<file path="src/circular_deque_with_search_core_defines.svh">
// Assertion macros shared by the deque core modules.
`ifndef CIRCULAR_DEQUE_WITH_SEARCH_CORE_DEFINES_SVH
`define CIRCULAR_DEQUE_WITH_SEARCH_CORE_DEFINES_SVH

// Same-cycle implication, sampled on clk, off while rst_n is low.
`define CDWS_ASSERT_NOW(label, ante, cons) \
    label: assert property (@(posedge clk) disable iff (!rst_n) (ante) |-> (cons)) \
        else $error("deque core check failed");

// Next-cycle implication, sampled on clk, off while rst_n is low.
`define CDWS_ASSERT_NEXT(label, ante, cons) \
    label: assert property (@(posedge clk) disable iff (!rst_n) (ante) |=> (cons)) \
        else $error("deque core check failed");

`endif

</file>
<file path="src/cdws_fifo.sv">
// Small register FIFO used for the command and result queues.
`timescale 1ns / 1ps
`default_nettype none

module cdws_fifo #(
    parameter int WIDTH   = 8,
    parameter int ENTRIES = 2
) (
    input  wire logic             clk,
    input  wire logic             rst_n,
    input  wire logic             push,
    output logic                  full,
    input  wire logic [WIDTH-1:0] wdata,
    input  wire logic             pop,
    output logic                  empty,
    output logic [WIDTH-1:0]      rdata
);

    localparam int IDX_W = (ENTRIES > 1) ? $clog2(ENTRIES) : 1;
    localparam int CNT_W = $clog2(ENTRIES + 1);

    logic [WIDTH-1:0] entries_reg [ENTRIES];
    logic [IDX_W-1:0] wr_ptr_reg;
    logic [IDX_W-1:0] rd_ptr_reg;
    logic [CNT_W-1:0] fill_reg;
    logic             do_push;
    logic             do_pop;

    assign full    = (fill_reg == CNT_W'(ENTRIES));
    assign empty   = (fill_reg == '0);
    assign do_push = push && !full;
    assign do_pop  = pop && !empty;
    assign rdata   = entries_reg[rd_ptr_reg];

    // Store the incoming word
    always_ff @(posedge clk)
    begin
        if (do_push)
        begin
            entries_reg[wr_ptr_reg] <= wdata;
        end
    end

    // Advance pointers and fill level
    always_ff @(posedge clk or negedge rst_n)
    begin
        if (!rst_n)
        begin
            wr_ptr_reg <= '0;
            rd_ptr_reg <= '0;
            fill_reg   <= '0;
        end
        else
        begin
            if (do_push)
            begin
                wr_ptr_reg <= (wr_ptr_reg == IDX_W'(ENTRIES - 1)) ? '0
                                                                 : wr_ptr_reg + IDX_W'(1);
            end
            if (do_pop)
            begin
                rd_ptr_reg <= (rd_ptr_reg == IDX_W'(ENTRIES - 1)) ? '0
                                                                 : rd_ptr_reg + IDX_W'(1);
            end
            if (do_push && !do_pop)
            begin
                fill_reg <= fill_reg + CNT_W'(1);
            end
            else if (do_pop && !do_push)
            begin
                fill_reg <= fill_reg - CNT_W'(1);
            end
        end
    end

endmodule

`default_nettype wire

</file>
<file path="config.mk">
export PLATFORM = sky130hd
export DESIGN_NAME = cdws_fifo
export DESIGN_NICKNAME = d
export VERILOG_FILES = /design/src/circular_deque_with_search_core_defines.svh /design/src/cdws_fifo.sv
export SDC_FILE = /design/constraint.sdc
export NUM_CORES = 1
export LEC_CHECK = 0
export BUFFER_PORTS_ARGS = -buffer_cell sky130_fd_sc_hd__buf_2
export CORE_UTILIZATION = 48
export CTS_CLUSTER_SIZE = 24
export DETAILED_ROUTE_END_ITERATION = 6
export MAX_ROUTING_LAYER = met4
export PLACE_DENSITY_LB_ADDON = 0.08
export SLEW_MARGIN = 20
export SYNTH_ARGS = -nofsm -noshare
export SYNTH_HDL_FRONTEND = slang
export SYNTH_SLANG_ARGS = --single-unit
</file>
<file path="constraint.sdc">
create_clock -name clk -period 1.9 [get_ports clk]
set_clock_uncertainty 0.2 [all_clocks]
set_input_delay 0.38 -clock clk [delete_from_list [all_inputs] [get_ports clk]]
set_output_delay 0.38 -clock clk [all_outputs]
set_load 0.005 [all_outputs]
</file>
Word level (Yosys, flattened, before mapping)

Memories as Yosys holds them, arrays and structs flattened.
Index checks and enable logic that the tools add are counted.

Bits in writable memories: 16
Output and inout bits: 10
Bits of input ports: 12
Register bits after elaboration: 4
Word-level logic and storage cells: 25
Memories: 1

Memory list:

| memory      | depth | width | read ports | clocked after Yosys merged registers in | wr ports | RTL line        | source |
|---|---|---|---|---|---|---|---|
| entries_reg | 2     | 8     | 1          | 0                                       | 1        | cdws_fifo.sv:22 | `logic [WIDTH-1:0] entries_reg [ENTRIES];` |

Reductions and logical operators: 10
Eq/ne operators: 1
Muxes and demuxes: 6
Add/subtract/negate cells: 4

Operator list:

| operator            | number |
|---|---|
| $logic_and 1x1->1   | 4 |
| $logic_not 1->1     | 4 |
| $mux 1              | 4 |
| $mux 2              | 2 |
| $add 1x1->1 const B | 2 |
| $add 2x1->2 const B | 1 |
| $eq 2x2->1 const B  | 1 |
| $logic_not 2->1     | 1 |
| $reduce_bool 2->1   | 1 |
| $sub 2x1->2 const B | 1 |

Logic depth before layout (Yosys ltp)

Depth after elaboration: 7
Mapped depth: 7
Depth with buffers taken out: 7

Worst setup path before layout

No wires, ideal clock.

Path kind: reg2reg
Start: reg fill_reg[0]
End: mem entries_reg[0][0] (enable)
Period minus slack after synthesis: 1.592 ns
Buffers on the path: 0
Stages on the path, launching flop included: 4
Required time: 1.330 ns
Arrival time: 1.022 ns
Setup time: 0.370 ns
Setup slack: 0.308 ns
Cells stage by stage: dfrtp_1 nand2b_1 nand2_2 nor2_1

Word-level cells in the longest chain between the ends: 5

RTL lines:

| item                         | RTL line        | source |
|---|---|---|
| from (decl)                  | cdws_fifo.sv:25 | `logic [CNT_W-1:0] fill_reg;` |
| from (signal assigned)       | cdws_fifo.sv:67 | `fill_reg <= fill_reg + CNT_W'(1);` |
| from (signal assigned)       | cdws_fifo.sv:71 | `fill_reg <= fill_reg - CNT_W'(1);` |
| $eq 2x2->1                   | cdws_fifo.sv:29 | `assign full = (fill_reg == CNT_W'(ENTRIES));` |
| $logic_not 1->1              | cdws_fifo.sv:31 | `assign do_push = push && !full;` |
| $logic_and 1x1->1            | cdws_fifo.sv:31 |  |
| $mux 1                       | cdws_fifo.sv:38 | `if (do_push)` |
| $mux 1 (not written as such) | cdws_fifo.sv:40 | `entries_reg[wr_ptr_reg] <= wdata;` |
| to (decl)                    | cdws_fifo.sv:22 |  |

Every way passes these cells.

Worst setup path after layout

Start: reg rd_ptr_reg
End: out rdata[7]

Word-level cells in the longest chain between the ends: 1

RTL lines:

| item                   | RTL line        | source |
|---|---|---|
| from (decl)            | cdws_fifo.sv:24 | `logic [IDX_W-1:0] rd_ptr_reg;` |
| from (signal assigned) | cdws_fifo.sv:62 | `rd_ptr_reg <= (rd_ptr_reg == IDX_W'(ENTRIES - 1)) ? '0` |
| $mem_v2 2x8            | --              |  |
| to (decl)              | cdws_fifo.sv:16 | `output logic [WIDTH-1:0] rdata` |

Every way passes these cells.

==> flow_summary.json <==
{
  "share_comb_of_total_power_pct": 31.7,
  "synth_top_area_cell": "edfxtp_1",
  "critPathRequiredTime_ns": 1.32,
  "hold_viol": 0,
  "grt_max_degree": 12,
  "dp_hpwl_um": 770,
  "fin_nets": 86,
  "drtIter0Drc": 10,
  "cp-start-kind": "flip-flop",
  "path_clk_slew_ns": 0.11,
  "grtUsageTotal_pct": 13.31,
  "rows": 14,
  "fin_total_pwr_uw": 1384,
  "ys_ff_latch": 20,
  "status": "completed",
  "largest_register_ffs": 16,
  "grt_antenna_before_repair": 0,
  "p_sw_share_pct": 28.77,
  "synth.most_common_cell": "edfxtp_1",
  "power_density_nw_per_um2": 1423,
  "leakagePower_uw": 0.0004136,
  "core-area_sq_um": 1506,
  "fin_setup_tns_ns": 0,
  "synthFlopType": "edfxtp_1",
  "synth_nets": 57,
  "gp_congestion": 0.6261,
  "busiest_layer": "met2",
  "yosysWarnings": 0,
  "die_x_um": 42.36,
  "synth-edff-count": 16,
  "pwr-share-seq_pct": 51.1,
  "peakVddDrop_v": 0.0007357,
  "start_util_pct": 51.91,
  "wl_mm": 1.068,
  "hold_slack_ns": 0.06840,
  "setup_viol": 0,
  "num_io_pins": 22,
  "synth_top_cells_by_count": "16 x edfxtp_1, 6 x mux2_1, 4 x dfrtp_1",
  "yosysSeqAreaShare_pct": 74.24,
  "overflow": 0,
  "grt_util_met1_pct": 17.01,
  "relSlewSlack_pct": 74.45,
  "syn_inst": 44,
  "clock_sink_count": 20,
  "numCtsBuffers": 3,
  "synth.top_cell.area_share_pct": 61.44,
  "worst_setup_path_end_kind": "output port",
  "cp_max_fo": 9,
  "synth_cell_type_count": 15,
  "root_buffer": "clkbuf_4",
  "maxCapViolations": 0,
  "grt_use_met2_pct": 19.08,
  "synthArstFlopShare_pct": 20.00,
  "route.vias.total": 426,
  "avgSynthCellArea_sq_um": 17.77,
  "synth_area_leaders": "edfxtp_1 61%, dfrtp_1 13%, mux2_1 8.6%",
  "p_clk_share_pct": 17.2,
  "area_growth_pct": 24.32,
  "fp.dieH_um": 42.36,
  "arrival_ns": 1.28,
  "insertion_delay_ns": 0.29,
  "place_area_sq_um": 917.1,
  "drc_errors": 0,
  "viasPerCell": 4.841,
  "htreeDepth": 1,
  "cts_tree": "built",
  "first_pass_iters": 4,
  "post-route-period-util_pct": 97.88,
  "met3_usage_pct": 3.879,
  "tightest_slew_ns": 0.3832,
  "fp.dieArea_sq_um": 1794,
  "wire_per_inst_um": 12.14,
  "drive_gt1_share_pct": 45.83,
  "num_antenna_cells": 0,
  "grt_pass1_vias": 384,
  "clock_path_buffers": 2,
  "hp-class": "input port to flip-flop",
  "synth_area_sq_um": 782.0,
  "p_switching_uw": 398.0,
  "crit_type": "flip-flop to output port",
  "rsz0062_at_grt": "true",
  "maxSlewViolCount": 0,
  "port-buffer-count": 21,
  "antenna_left": 0,
  "internal-power_uw": 985.5,
  "grt_pass1_wl_mm": 1.614,
  "fmax_mhz": 537.7,
  "stdcell_area_sq_um": 972.2,
  "finalCriticalPeriod_ns": 1.860
}
placed cells by master, fill, tap and decap left out, drive strengths merged:
cell type | netlist | layout
buf | 1 | 24
edfxtp | 16 | 16
mux2 | 8 | 8
clkbuf | 0 | 4
dfrtp | 4 | 4
nor2 | 3 | 3
xnor2 | 3 | 3
inv | 2 | 2
xor2 | 2 | 2
nand2b | 1 | 1
nand2 | 1 | 1
o21ai | 1 | 1
and3 | 1 | 1
ha | 1 | 1
dlygate4sd3 | 0 | 1
logic make-up after synthesis:
family | after synthesis | share of synthesized area (%)
buffers and inverters | 3 | 1.600
adder cells (fa/ha/maj) | 1 | 1.600
AND/OR/NAND/NOR | 6 | 3.841
XOR/XNOR | 5 | 6.561
AO/OA/AOI/OAI | 1 | 0.6394
multiplexers | 8 | 11.52
flip-flops | 20 | 74.24
metal layers:
layer	routed length [um]	vias up
met3	51	0
met4	0	0
li1	-	217
met1	527	194
met5	0	-
met2	489	15
area by class of cell:
cell class	count	area, sq um
inverter	2	7.507
fill	120	534.3
timing repair buffer	25	137.6
clock buffer	4	36.28
sequential	20	581.8
multi-input combinational	21	188.9
tap	16	20.02
power groups by stage:
stage,combinational (uW),sequential [uW],clock [uW]
2_1_floorplan,307,668,0
3_3_place_gp,420,715,0
3_5_place_dp,426,719,0
4_1_cts,429,712,250
5_1_grt,481,722,261
6_report,439,708,237
final timing paths:
kind | startpoint | slack [ns] | depth (start not counted) | endpoint
max | rd_ptr_reg | 0.04 | 2 | rdata[7]
min reg2reg | wr_ptr_reg | 0.33 | 1 | wr_ptr_reg
min | wdata[6] | 0.07 | 1 | entries_reg[1][6]
max reg2reg | fill_reg[0] | 0.24 | 7 | fill_reg[1]
max in group asynchronous | rst_n | 1.16 | 2 | rd_ptr_reg
min in group asynchronous | rst_n | 0.21 | 2 | fill_reg[0]
critical path, cell delays in order, from the launching register on:
cell	delay, ns
dfrtp_2	0.50
mux2_2	0.36
buf_2	0.13
through the flow:
step                utilization [%]  setup slack (ns)  instances
floorplan                         -            0.3079         44
global placement              60.88            0.2538         82
detailed placement            60.88            0.2342         82
CTS                           64.04           0.01391         87
global route                  64.53         -0.009069         88
finish                        64.53           0.04021         88
repair_timing:
| action | 4_1_cts | 5_1_grt |
|---|---|---|
| resized for setup | 1 | 0 |
| buffers inserted | 0 | 1 |
| hold buffers | 1 | 0 |
| setup endpoints to repair | 8 | 6 |
| endpoints found under the hold margin | 4 | 0 |
Note: power is estimated with default switching activity, not from simulation.
