<file path="src/circular_deque_with_search_core_defines.svh">
// Assertion macros shared by the deque core modules.
`ifndef CIRCULAR_DEQUE_WITH_SEARCH_CORE_DEFINES_SVH
`define CIRCULAR_DEQUE_WITH_SEARCH_CORE_DEFINES_SVH

// Same-cycle implication, sampled on clk, off while rst_n is low.
`define CDWS_ASSERT_NOW(label, ante, cons) \
    label: assert property (@(posedge clk) disable iff (!rst_n) (ante) |-> (cons)) \
        else $error("deque core check failed");

// Next-cycle implication, sampled on clk, off while rst_n is low.
`define CDWS_ASSERT_NEXT(label, ante, cons) \
    label: assert property (@(posedge clk) disable iff (!rst_n) (ante) |=> (cons)) \
        else $error("deque core check failed");

`endif

</file>
<file path="src/cdws_pkg.sv">
// Types and codes shared by the deque core modules.
`timescale 1ns / 1ps
`default_nettype none

package cdws_pkg;

    // Request codes carried in req_type.
    typedef enum logic [2:0] {
        REQ_PUSH_FRONT = 3'd0,
        REQ_PUSH_BACK  = 3'd1,
        REQ_POP_FRONT  = 3'd2,
        REQ_POP_BACK   = 3'd3,
        REQ_READ       = 3'd4,
        REQ_SEARCH     = 3'd5,
        REQ_CLEAR      = 3'd6,
        REQ_STATUS     = 3'd7
    } req_e;

    // Result status codes.
    typedef enum logic [2:0] {
        ST_OK       = 3'd0,
        ST_FULL     = 3'd1,
        ST_EMPTY    = 3'd2,
        ST_RANGE    = 3'd3,
        ST_NOTFOUND = 3'd4
    } status_e;

    // Work handed from the front to the back.
    typedef enum logic [1:0] {
        OP_NONE   = 2'd0,
        OP_WRITE  = 2'd1,
        OP_READ   = 2'd2,
        OP_SEARCH = 2'd3
    } op_e;

    // Back-end sequencer states.
    typedef enum logic [1:0] {
        BK_IDLE   = 2'd0,
        BK_READ   = 2'd1,
        BK_SEARCH = 2'd2
    } bstate_e;

    typedef struct packed {
        logic [2:0]  req_type;
        logic [31:0] value;
        logic [9:0]  index;
    } in_word_t;

    typedef struct packed {
        logic [2:0]  status;
        logic [31:0] data;
        logic [9:0]  position;
        logic [10:0] count;
    } out_word_t;

    // Control part of a queued command.
    typedef struct packed {
        op_e         op;
        status_e     status;
        logic [10:0] count;
    } cmd_ctrl_t;

endpackage

`default_nettype wire

</file>
<file path="src/cdws_front.sv">
// Request front end: holds head and count, classifies each request.
`timescale 1ns / 1ps
`default_nettype none
`include "circular_deque_with_search_core_defines.svh"

module cdws_front #(
    parameter int DEPTH = 1024,
    parameter int PTR_W = 10,
    parameter int CNT_W = 11
) (
    input  wire logic              clk,
    input  wire logic              rst_n,
    input  wire cdws_pkg::in_word_t item,
    input  wire logic              push,
    output logic                   full,
    output logic                   cmd_push,
    input  wire logic              cmd_full,
    output cdws_pkg::cmd_ctrl_t    cmd_ctrl,
    output logic [PTR_W-1:0]       cmd_addr,
    output logic [CNT_W-1:0]       cmd_len,
    output logic [31:0]            cmd_value
);

    import cdws_pkg::*;

    localparam int SUM_W = PTR_W + 1;

    logic [PTR_W-1:0] head_reg;
    logic [PTR_W-1:0] head_next;
    logic [CNT_W-1:0] count_reg;
    logic [CNT_W-1:0] count_next;
    logic [SUM_W-1:0] slot_off;
    logic [SUM_W-1:0] slot_sum;
    logic [PTR_W-1:0] slot;
    logic [PTR_W-1:0] head_dec;
    logic             is_full;
    logic             is_empty;
    logic             in_range;
    req_e             req;
    op_e              op;
    status_e          st;

    assign req       = req_e'(item.req_type);
    assign full      = cmd_full;
    assign cmd_push  = push && !cmd_full;
    assign cmd_value = item.value;
    assign cmd_len   = count_reg;
    assign is_full   = (count_reg == CNT_W'(DEPTH));
    assign is_empty  = (count_reg == '0);
    assign in_range  = (32'(item.index) < 32'(count_reg));
    assign head_dec  = (head_reg == '0) ? PTR_W'(DEPTH - 1) : head_reg - PTR_W'(1);

    // Pick the logical offset that the physical slot is formed from
    always_comb
    begin
        case (req)
            REQ_PUSH_BACK: slot_off = SUM_W'(count_reg);
            REQ_POP_FRONT: slot_off = SUM_W'(1);
            default:       slot_off = SUM_W'(item.index);
        endcase
    end

    // Wrap head plus offset into the ring
    always_comb
    begin
        slot_sum = SUM_W'(head_reg) + slot_off;
        if (slot_sum >= SUM_W'(DEPTH))
        begin
            slot_sum = slot_sum - SUM_W'(DEPTH);
        end
        slot = slot_sum[PTR_W-1:0];
    end

    // Classify the request and form the new head and count
    always_comb
    begin
        head_next  = head_reg;
        count_next = count_reg;
        op         = OP_NONE;
        st         = ST_OK;
        cmd_addr   = slot;
        unique case (req)
            REQ_PUSH_FRONT:
            begin
                if (is_full)
                begin
                    st = ST_FULL;
                end
                else
                begin
                    head_next  = head_dec;
                    count_next = count_reg + CNT_W'(1);
                    op         = OP_WRITE;
                    cmd_addr   = head_dec;
                end
            end
            REQ_PUSH_BACK:
            begin
                if (is_full)
                begin
                    st = ST_FULL;
                end
                else
                begin
                    count_next = count_reg + CNT_W'(1);
                    op         = OP_WRITE;
                end
            end
            REQ_POP_FRONT:
            begin
                if (is_empty)
                begin
                    st = ST_EMPTY;
                end
                else
                begin
                    head_next  = slot;
                    count_next = count_reg - CNT_W'(1);
                end
            end
            REQ_POP_BACK:
            begin
                if (is_empty)
                begin
                    st = ST_EMPTY;
                end
                else
                begin
                    count_next = count_reg - CNT_W'(1);
                end
            end
            REQ_READ:
            begin
                if (in_range)
                begin
                    op = OP_READ;
                end
                else
                begin
                    st = ST_RANGE;
                end
            end
            REQ_SEARCH:
            begin
                op       = OP_SEARCH;
                cmd_addr = head_reg;
            end
            REQ_CLEAR:
            begin
                head_next  = '0;
                count_next = '0;
            end
            REQ_STATUS:
            begin
                head_next = head_reg;
            end
            default:
            begin
                head_next = head_reg;
            end
        endcase
        cmd_ctrl.op     = op;
        cmd_ctrl.status = st;
        cmd_ctrl.count  = 11'(count_next);
    end

    // Commit head and count on each accepted word
    always_ff @(posedge clk or negedge rst_n)
    begin
        if (!rst_n)
        begin
            head_reg  <= '0;
            count_reg <= '0;
        end
        else if (cmd_push)
        begin
            head_reg  <= head_next;
            count_reg <= count_next;
        end
    end

    `CDWS_ASSERT_NOW(a_count_bound, 1'b1, count_reg <= CNT_W'(DEPTH))
    `CDWS_ASSERT_NOW(a_write_has_room, cmd_push && (cmd_ctrl.op == OP_WRITE), !is_full)
    `CDWS_ASSERT_NEXT(a_refused_push_holds,
        cmd_push && is_full && (req == REQ_PUSH_FRONT || req == REQ_PUSH_BACK),
        $stable(count_reg) && $stable(head_reg))

endmodule

`default_nettype wire

</file>
<file path="config.mk">
export PLATFORM = sky130hd
export DESIGN_NAME = cdws_front
export DESIGN_NICKNAME = d
export VERILOG_FILES = /design/src/cdws_pkg.sv /design/src/cdws_front.sv
export VERILOG_INCLUDE_DIRS = /design/src /design/src/src
export SDC_FILE = /design/constraint.sdc
export NUM_CORES = 1
export LEC_CHECK = 0
export BUFFER_PORTS_ARGS = -buffer_cell sky130_fd_sc_hd__buf_2
export CAP_MARGIN = 20
export CORE_UTILIZATION = 50
export DETAILED_ROUTE_END_ITERATION = 8
export GPL_TIMING_DRIVEN = 0
export PLACE_DENSITY = 0.79
export REMOVE_ABC_BUFFERS = 1
export SETUP_SLACK_MARGIN = 0.3
export SLEW_MARGIN = 40
export SYNTH_ARGS = -nofsm -noshare
export SYNTH_HDL_FRONTEND = slang
export SYNTH_SLANG_ARGS = --single-unit
export TNS_END_PERCENT = 100
</file>
<file path="constraint.sdc">
create_clock -name clk -period 2.7 [get_ports clk]
set_input_delay 0 -clock clk [delete_from_list [all_inputs] [get_ports clk]]
set_output_delay 0 -clock clk [all_outputs]
set_load 0.1 [all_outputs]
</file>
# [Word level (Yosys, flattened, before mapping)]
# Index checks and enable logic that the tools add are counted.
[word_totals] output_inout_bits=71 inputBits=49 ramBits=0 regBits=21 mem_bits_ro=0 wordCells=45 n_memories=0 latch_bits=0
[classes] bitwise=0 n_mul=0 n_addsub=5 div_mod_pow=0 reduce_logical=9 n_lt_le_gt_ge=2 n_eq_ne=9 shift=0 muxes=18
[op_table] op="two-way mux 10 bit" n=5
[op_table] op="one-hot mux 11 bit (3 select lines)" n=1
[op_table] op="one-hot mux 10 bit (3 select lines)" n=1
[op_table] op="two-way mux 11 bit" n=2
[op_table] op="one-hot mux 11 bit (2 select lines)" n=1
[op_table] op="one-hot mux 10 bit (2 select lines)" n=1
[op_table] op="subtractor 10 x 1 -> 10 bit, second input constant" n=2
[op_table] op="one-hot mux 2 bit (3 select lines)" n=2
[op_table] op="adder 10 x 11 -> 11 bit" n=1
[op_table] op="adder 11 x 1 -> 11 bit, second input constant" n=1
[op_table] op="== test 11 bit, second input constant" n=1
[op_table] op="greater-or-equal comparator 11 bit, second input constant" n=1
[op_table] op="logical NOT 11 bit" n=1
[op_table] op="< comparator 10 x 11 -> 1 bit" n=1
[op_table] op="subtractor 11 x 1 -> 11 bit, second input constant" n=1
[op_table] op="logical NOT 10 bit" n=1
[op_table] op="== test 3 bit, second input constant" n=3
[op_table] op="== test 3 x 2 -> 1 bit, second input constant" n=2
[op_table] op="two-way mux 2 bit" n=3
[op_table] op="!= test 2 bit, second input constant" n=2
[op_table] op="AND reduction 4 bit" n=1
[op_table] op="OR reduction 2 bit" n=2
[op_table] op="== test 3 x 1 -> 1 bit, second input constant" n=1
[op_table] op="logical NOT 3 bit" n=1
[op_table] op="other kinds (4)" n=5

# [Longest topological paths before layout]
# Gate-level depths: netlist of the first run.
[depth] depth_word=7 ltp_mapped=13 mapped_depth_nobuf=12

# [Worst setup path after synthesis of the first run]
# No wires, ideal clock.
[synth_path] path_type="register to output" from="register count_reg[3], in the netlist cmd_len[3]" to="output cmd_addr[7]" setup_slack_ns=-2.444 n_path_buf=1 path_stages_with_launch=10 t_arrival_ns=5.144 required_time_ns=2.700 cell_sequence="dfrtp_1 > clkbuf_1 > a22oi_1 > o21ai_0 > ha_1 > and3_1 > a221o_1 > o41ai_1 > xor2_1 > a311oi_1"
[synth_between] elab_chain_len=6 elab_cells_between_ends=8 cone_classes="add/sub: 2; order compare: 1; eq/ne: 1; mux: 4"
[synth_rtl] item="start, declared" line="cdws_front.sv:30" rtl="logic [CNT_W-1:0] count_reg;"
[synth_rtl] item="start signal, assigned" line="cdws_front.sv:178" rtl="count_reg <= count_next;"
[synth_rtl] item="one-hot mux 11 bit (2 select lines)" line="cdws_front.sv:56" rtl="case (req)"
[synth_rtl] item="adder 10 x 11 -> 11 bit" line="cdws_front.sv:66" rtl="slot_sum = SUM_W'(head_reg) + slot_off;"
[synth_rtl] item="subtractor 10 x 1 -> 10 bit or greater-or-equal comparator 11 bit (tied branches)" line="cdws_front.sv:69, cdws_front.sv:67"
[synth_rtl] item="two-way mux 10 bit" line="cdws_front.sv:67" rtl="if (slot_sum >= SUM_W'(DEPTH))"
[synth_rtl] item="two-way mux 10 bit" line="cdws_front.sv:85" rtl="if (is_full)"
[synth_rtl] item="one-hot mux 10 bit (2 select lines) *" line="cdws_front.sv:82" rtl="unique case (req)"
[synth_rtl] item="end, declared" line="cdws_front.sv:19" rtl="output logic [PTR_W-1:0] cmd_addr,"
# Mark *: on every way between the ends. The rest lies on a longest branch, timed or not.

==> results.json, run 1 <==
{
  "drive_gt1_share_pct": 38.30,
  "fin_nets": 555,
  "cts.sinks": 21,
  "fp.dieW_um": 80.89,
  "clock-root-buffer": "clkbuf_8",
  "max-cap-violations": 0,
  "dr.pass1.iters": 6,
  "r2r_slack_ns": -0.19,
  "vias_per_cell": 7.020,
  "skew_ns": 0.009457,
  "largest_reg_flops": 11,
  "ys_seq_elements": 21,
  "rr_startpoint": "cmd_len[1]$_DFFE_PN0P_",
  "yosys_warnings": 0,
  "rsz0062_at_grt": "true",
  "netlist_area_um2": 3112,
  "relSlewSlack_pct": 54.48,
  "htree_num_levels": 1,
  "synth_area_leader_cell": "dfrtp_1",
  "cts_tree": "built",
  "min_path_cells": 0,
  "synth_enable_flop_cells": 0,
  "overflow": 0,
  "synth_area_leaders": "dfrtp_1 17%, buf_4 8.4%, ha_1 8.4%, o21ai_0 6.4%, a21oi_1 6.1%",
  "initial_core_util_pct": 52.25,
  "grt_pass1_wl_um": 19620,
  "grt_use_total_pct": 39.84,
  "grt_max_degree": 26,
  "async_flop_share_pct": 100.0,
  "crit_path_end_kind": "output pin",
  "slowest_delay_ns": 0.50,
  "synthAdderAreaFrac_pct": 9.087,
  "wl_per_cell_um": 23.46,
  "cp.arrival_ns": 3.03,
  "drtIter0Drc": 392,
  "r2r_cells": 16,
  "ir_drop_mv": 1.492,
  "cp-start-kind": "register",
  "vias": 3917,
  "hold_violations": 0,
  "dp_hpwl_um": 8022,
  "cts_buffers": 3,
  "synth_area_per_cell_um2": 7.137,
  "muxShareOfSynthArea_pct": 2.010,
  "final_cell_mix": "38 x buf_4, 35 x nand2_1, 31 x a21oi_1",
  "wl_um": 13090,
  "synthSimpleGateAreaFrac_pct": 20.75,
  "slew_viol_final": 0,
  "violations": "setup timing",
  "whs_endpoint": "cmd_value[1]",
  "cp_cell_sequence": "inv_2 > buf_4 > buf_6 > buf_6 > buf_6 > ha_4 > or4b_4 > buf_4 > buf_6 > nor2_4 > nand3_4 > a21oi_1 > o31ai_1 > o21ai_1 > buf_6",
  "core_area_um2": 5956,
  "antenna_found_initial": 0,
  "clk_latency_ns": 0.28,
  "synth-xor-area-share_pct": 3.378,
  "rr_endpoint": "cmd_len[2]$_DFFE_PN0P_",
  "worst_path_most_repeated_cell": "buf_6",
  "hp-class": "in2out",
  "synthDistinctLibCells": 59,
  "grt_pass1_vias": 3665,
  "cp_max_fo": 4,
  "power_density_nw_per_um2": 1196,
  "tns_ns": -5.467,
  "numPortBuffers": 54,
  "status": "finished, violations left",
  "setup_ws_ns": -0.3296,
  "synth_compound_area_share_pct": 33.13,
  "synth_top_family_by_area": "compound AO/OA/AOI/OAI gates",
  "min_from": "item[11]",
  "num_antenna_cells": 0,
  "fmax_mhz": 330.1,
  "dieArea_um2": 6543,
  "area_delta_synth_final_pct": 36.07,
  "yosysSeqAreaShare_pct": 16.89,
  "fin_util_pct": 71.09,
  "tightestPinTransition_ns": 0.6765,
  "critPathKind": "reg2out",
  "layout_commonest_cell": "buf_4",
  "cpMaxStageDelayCell": "or4b_4",
  "route.detailed.drc": 0,
  "power.total_mw": 5.065,
  "die_y_um": 80.89,
  "setup_violations": 33,
  "ios": 120,
  "syn_inst": 436,
  "layout_min_cycle_time_ns": 3.030,
  "ys.flop_type": "dfrtp_1",
  "yosysTopAreaCellShare_pct": 16.89,
  "ant_nets": 0,
  "rows": 28,
  "gp_congestion": 0.9526,
  "clock_path_buffers": 2,
  "n_fill_cell": 450,
  "p_leak_nw": 1.789,
  "cp_data_required_time_ns": 2.70,
  "fin_crit_sh_pct": 112.2,
  "clkTransAtPathRegs_ns": 0.08
}
==> worst max path at each step <==
stage	from	cells past startpoint	to	slack (ns)
2_1_floorplan	cmd_len[1]$_DFFE_PN0P_	9	cmd_addr[7]	-2.37
6_report	cmd_len[1]$_DFFE_PN0P_	15	cmd_ctrl[2]	-0.33
5_1_grt	cmd_len[1]$_DFFE_PN0P_	15	cmd_ctrl[2]	-0.41
4_1_cts	cmd_len[1]$_DFFE_PN0P_	10	cmd_addr[7]	-0.32
3_3_place_gp	item[43]	11	cmd_addr[7]	-0.89
3_5_place_dp	item[44]	14	cmd_addr[8]	-0.92
==> synthesized netlist by cell type, drive strengths merged, types with 3 or more instances <==
master / instances
o21ai: 42
buf: 41
a21oi: 39
nor2: 38
nand2: 37
clkbuf: 21
dfrtp: 21
ha: 21
inv: 19
nor3: 15
a22oi: 14
nand3: 14
o22ai: 11
a31oi: 9
xnor2: 8
and3: 6
nand2b: 6
a21o: 5
a22o: 5
nor2b: 5
nor4: 5
mux2i: 4
o21a: 4
xor2: 4
a32oi: 3
o2111ai: 3
o221ai: 3
o31ai: 3
==> kinds of logic (layout without fill, tap and decap cells) <==
logic type               Yosys count  in the layout
AND/OR/NAND/NOR                  136            136
flip-flops                        21             21
XOR/XNOR                          12             12
AO/OA/AOI/OAI                    157            158
adder cells (fa/ha/maj)           22             22
other                              1              1
buffers and inverters             81            127
multiplexers                       6              6
==> timing repair <==
item                                   in CTS  in global routing
resized for setup                         155                 36
buffers inserted                           40                  9
pin swaps                                  33                 22
cloned                                      1                  0
setup endpoints to repair                  43                 44
hold buffers                                1                  0
endpoints found under the hold margin      21                  0
==> critical path: cells and delay by family (launching register included) <==
kind / cells / cell delay, ns
adders and majority gates: 1 / 0.12
AOI/OAI and AO/OA: 3 / 0.49
buffers and inverters: 8 / 0.97
and+or+nand+nor: 3 / 0.76
DFF: 1 / 0.42
==> area by class of cell <==
type	count	area (µm²)	area share (%)
clock buffer	4	45.04	1.064
sequential	21	533.0	12.59
inverter	19	75.07	1.773
multi-input combinational	335	2536	59.90
tap	75	93.84	2.216
timing repair buffer	104	950.9	22.46
==> stage by stage <==
step / instance area [µm²] / hold WS (ns) / cells / setup slack, ns
2_1_floorplan: 2728 / -0.2956 / 374 / -2.368
3_3_place_gp: 3092 / -0.009481 / 503 / -0.8869
3_5_place_dp: 3097 / 0.001144 / 503 / -0.9212
4_1_cts: 4019 / 0.001144 / 549 / -0.3151
5_1_grt: 4234 / 0.0006419 / 558 / -0.4149
6_report: 4234 / 0.0007436 / 558 / -0.3296
==> metal layers <==
metal	vias up	wire length, µm	track usage, %
li1	1673	-	-
met1	1812	4593	44.33
met2	337	5922	63.95
met3	93	1749	16.74
met4	2	785	21.07
met5	-	42	5.000
==> report_power, final <==
part	leakage, nW	switching, mW	internal, mW
sequential	0.254	0.232	0.422
clock	0.0228	0.125	0.106
combinational	1.51	2.84	1.34
No activity file was read; power rests on OpenSTA's default activity.
==> inputs of run 2 (changes only) <==
Settings changed: SETUP_SLACK_MARGIN 0.3 to default.
==> run 2 against run 1 <==
  * The run still ends with setup timing left
  * Clock skew fell by 0.0020 ns
  * Via count fell by 7.1%
  * Critical endpoint is now cmd_addr[7]
  * First-iteration DRC count fell by 25%
  * Sequential share of layout area rose by 1.3 points
  * Critical path depth fell by 5
==> results.json, run 2 (same netlist as run 1, synthesis figures left out) <==
{
  "p_int_mw": 1.760,
  "antenna_found_initial": 0,
  "fmax_mhz": 334.1,
  "dieArea_um2": 6543,
  "skew_ns": 0.007477,
  "holdWs_ns": 0.0007436,
  "status": "finished, violations left",
  "relSlewSlack_pct": 52.96,
  "grt_pass1_vias": 3388,
  "setup_ws_ns": -0.2934,
  "clk_latency_ns": 0.28,
  "ios": 120,
  "placed_cells": 503,
  "numPortBuffers": 54,
  "seq_power_share_pct": 13.0,
  "combPwrFrac_pct": 82.2,
  "tightestPinTransition_ns": 0.7002,
  "p_leak_nw": 1.643,
  "ir_drop_mv": 1.511,
  "die_y_um": 80.89,
  "n_fill_cell": 508,
  "hp-class": "in2out",
  "cp_max_fo": 2,
  "cts.sinks": 21,
  "switching_share_pct": 63.80,
  "gp_congestion": 0.9526,
  "critPathKind": "reg2out",
  "wl_um": 11740,
  "seq_area_um2": 534.3,
  "fin_crit_sh_pct": 110.9,
  "vias": 3639,
  "layout_min_cycle_time_ns": 2.993,
  "cp.arrival_ns": 2.99,
  "clkTransAtPathRegs_ns": 0.08,
  "dr.pass1.iters": 5,
  "wl_per_cell_um": 21.74,
  "cp-start-kind": "register",
  "num_antenna_cells": 0,
  "cp_data_required_time_ns": 2.70,
  "slew_viol_final": 0,
  "pre_cts_ws_ns": -0.9212,
  "core_area_um2": 5956,
  "drtIter0Drc": 293,
  "rsz0062_at_grt": "true",
  "grt_max_degree": 26,
  "clkPwrFrac_pct": 4.7,
  "htree_num_levels": 1,
  "max-cap-violations": 0,
  "hold_violations": 0,
  "rows": 28,
  "overflow": 0,
  "fp.dieW_um": 80.89,
  "fin_cells": 540,
  "area_delta_synth_final_pct": 23.56,
  "crit_path_end_kind": "output pin",
  "p_switching_mw": 3.102,
  "initial_core_util_pct": 52.25,
  "clock_path_buffers": 2,
  "ant_nets": 0,
  "power_density_nw_per_um2": 1264,
  "final_cell_mix": "36 x nand2_1, 36 x a21oi_1, 35 x nor2_1",
  "largest_reg_flops": 11,
  "clock-root-buffer": "clkbuf_8",
  "grt_use_total_pct": 36.17,
  "vias_per_cell": 6.739,
  "drive_gt1_share_pct": 30.97,
  "setup_violations": 12,
  "violations": "setup timing",
  "grt_pass1_wl_um": 17860,
  "dp_hpwl_um": 8022,
  "fin_nets": 537,
  "route.detailed.drc": 0,
  "cts_tree": "built",
  "multi_input_comb_area_um2": 2376,
  "cts_buffers": 3
}
[run 2: routing by layer]
layer | wire length (µm) | global-route usage (%)
met5 | 42 | 5.000
met4 | 476 | 14.82
met3 | 1496 | 15.96
met2 | 5394 | 56.47
met1 | 4333 | 42.68
[run 2: timing repair]
action                                 CTS  global route
setup endpoints to repair               31            26
endpoints found under the hold margin   21             0
resized for setup                       72            52
hold buffers                             1             0
buffers inserted                        24             9
pin swaps                               18            22
[run 2: power groups by stage]
stage          logic (mW)  registers (mW)  clock network, mW
4_1_cts              3.64           0.615              0.228
3_5_place_dp         3.14           0.670                  0
2_1_floorplan        2.32           0.930                  0
6_report             4.00           0.634              0.230
3_3_place_gp         3.08           0.664                  0
5_1_grt              4.18           0.656              0.244
[run 2: critical path, cell delays in order (launching register included)]
cell      delay [ns]
dfrtp_2         0.41
inv_2           0.07
o21ai_2         0.05
a22o_1          0.23
ha_1            0.32
a21o_1          0.20
a221o_1         0.36
o41ai_2         0.26
xor2_1          0.18
a311oi_1        0.30
buf_4           0.33
[run 2: metrics by stage]
stage / setup TNS, ns / utilization [%] / total power [mW] / instance area (µm²)
2_1_floorplan: -35.65 / - / 3.248 / 2728
3_3_place_gp: -8.340 / 51.91 / 3.743 / 3092
3_5_place_dp: -8.646 / 52.00 / 3.805 / 3097
4_1_cts: -1.093 / 59.79 / 4.480 / 3561
5_1_grt: -2.285 / 64.56 / 5.081 / 3845
6_report: -1.036 / 64.56 / 4.862 / 3845
[run 2: path summary, 6_finish.rpt]
check / start / end / slack, ns / cells after the start
worst max-delay path: cmd_len[1]$_DFFE_PN0P_ / cmd_addr[7] / -0.29 / 10
worst min-delay path: item[11] / cmd_value[1] / 0.0007 / 0
worst max register to register: cmd_len[1]$_DFFE_PN0P_ / head_reg[5]$_DFFE_PN0P_ / 0.11 / 11
worst min register to register: head_reg[8]$_DFFE_PN0P_ / head_reg[8]$_DFFE_PN0P_ / 0.62 / 2
max in group asynchronous: rst_n / cmd_len[6]$_DFFE_PN0P_ / 2.05 / 2
min in group asynchronous: rst_n / head_reg[5]$_DFFE_PN0P_ / 0.24 / 2
[run 2: final cells by class]
class	instances	share of cell area, %
multi-input cells	334	61.80
repair buffers	87	18.74
flip-flops and latches	21	13.90
well taps	75	2.441
inverters	19	1.952
clock buffers	4	1.171
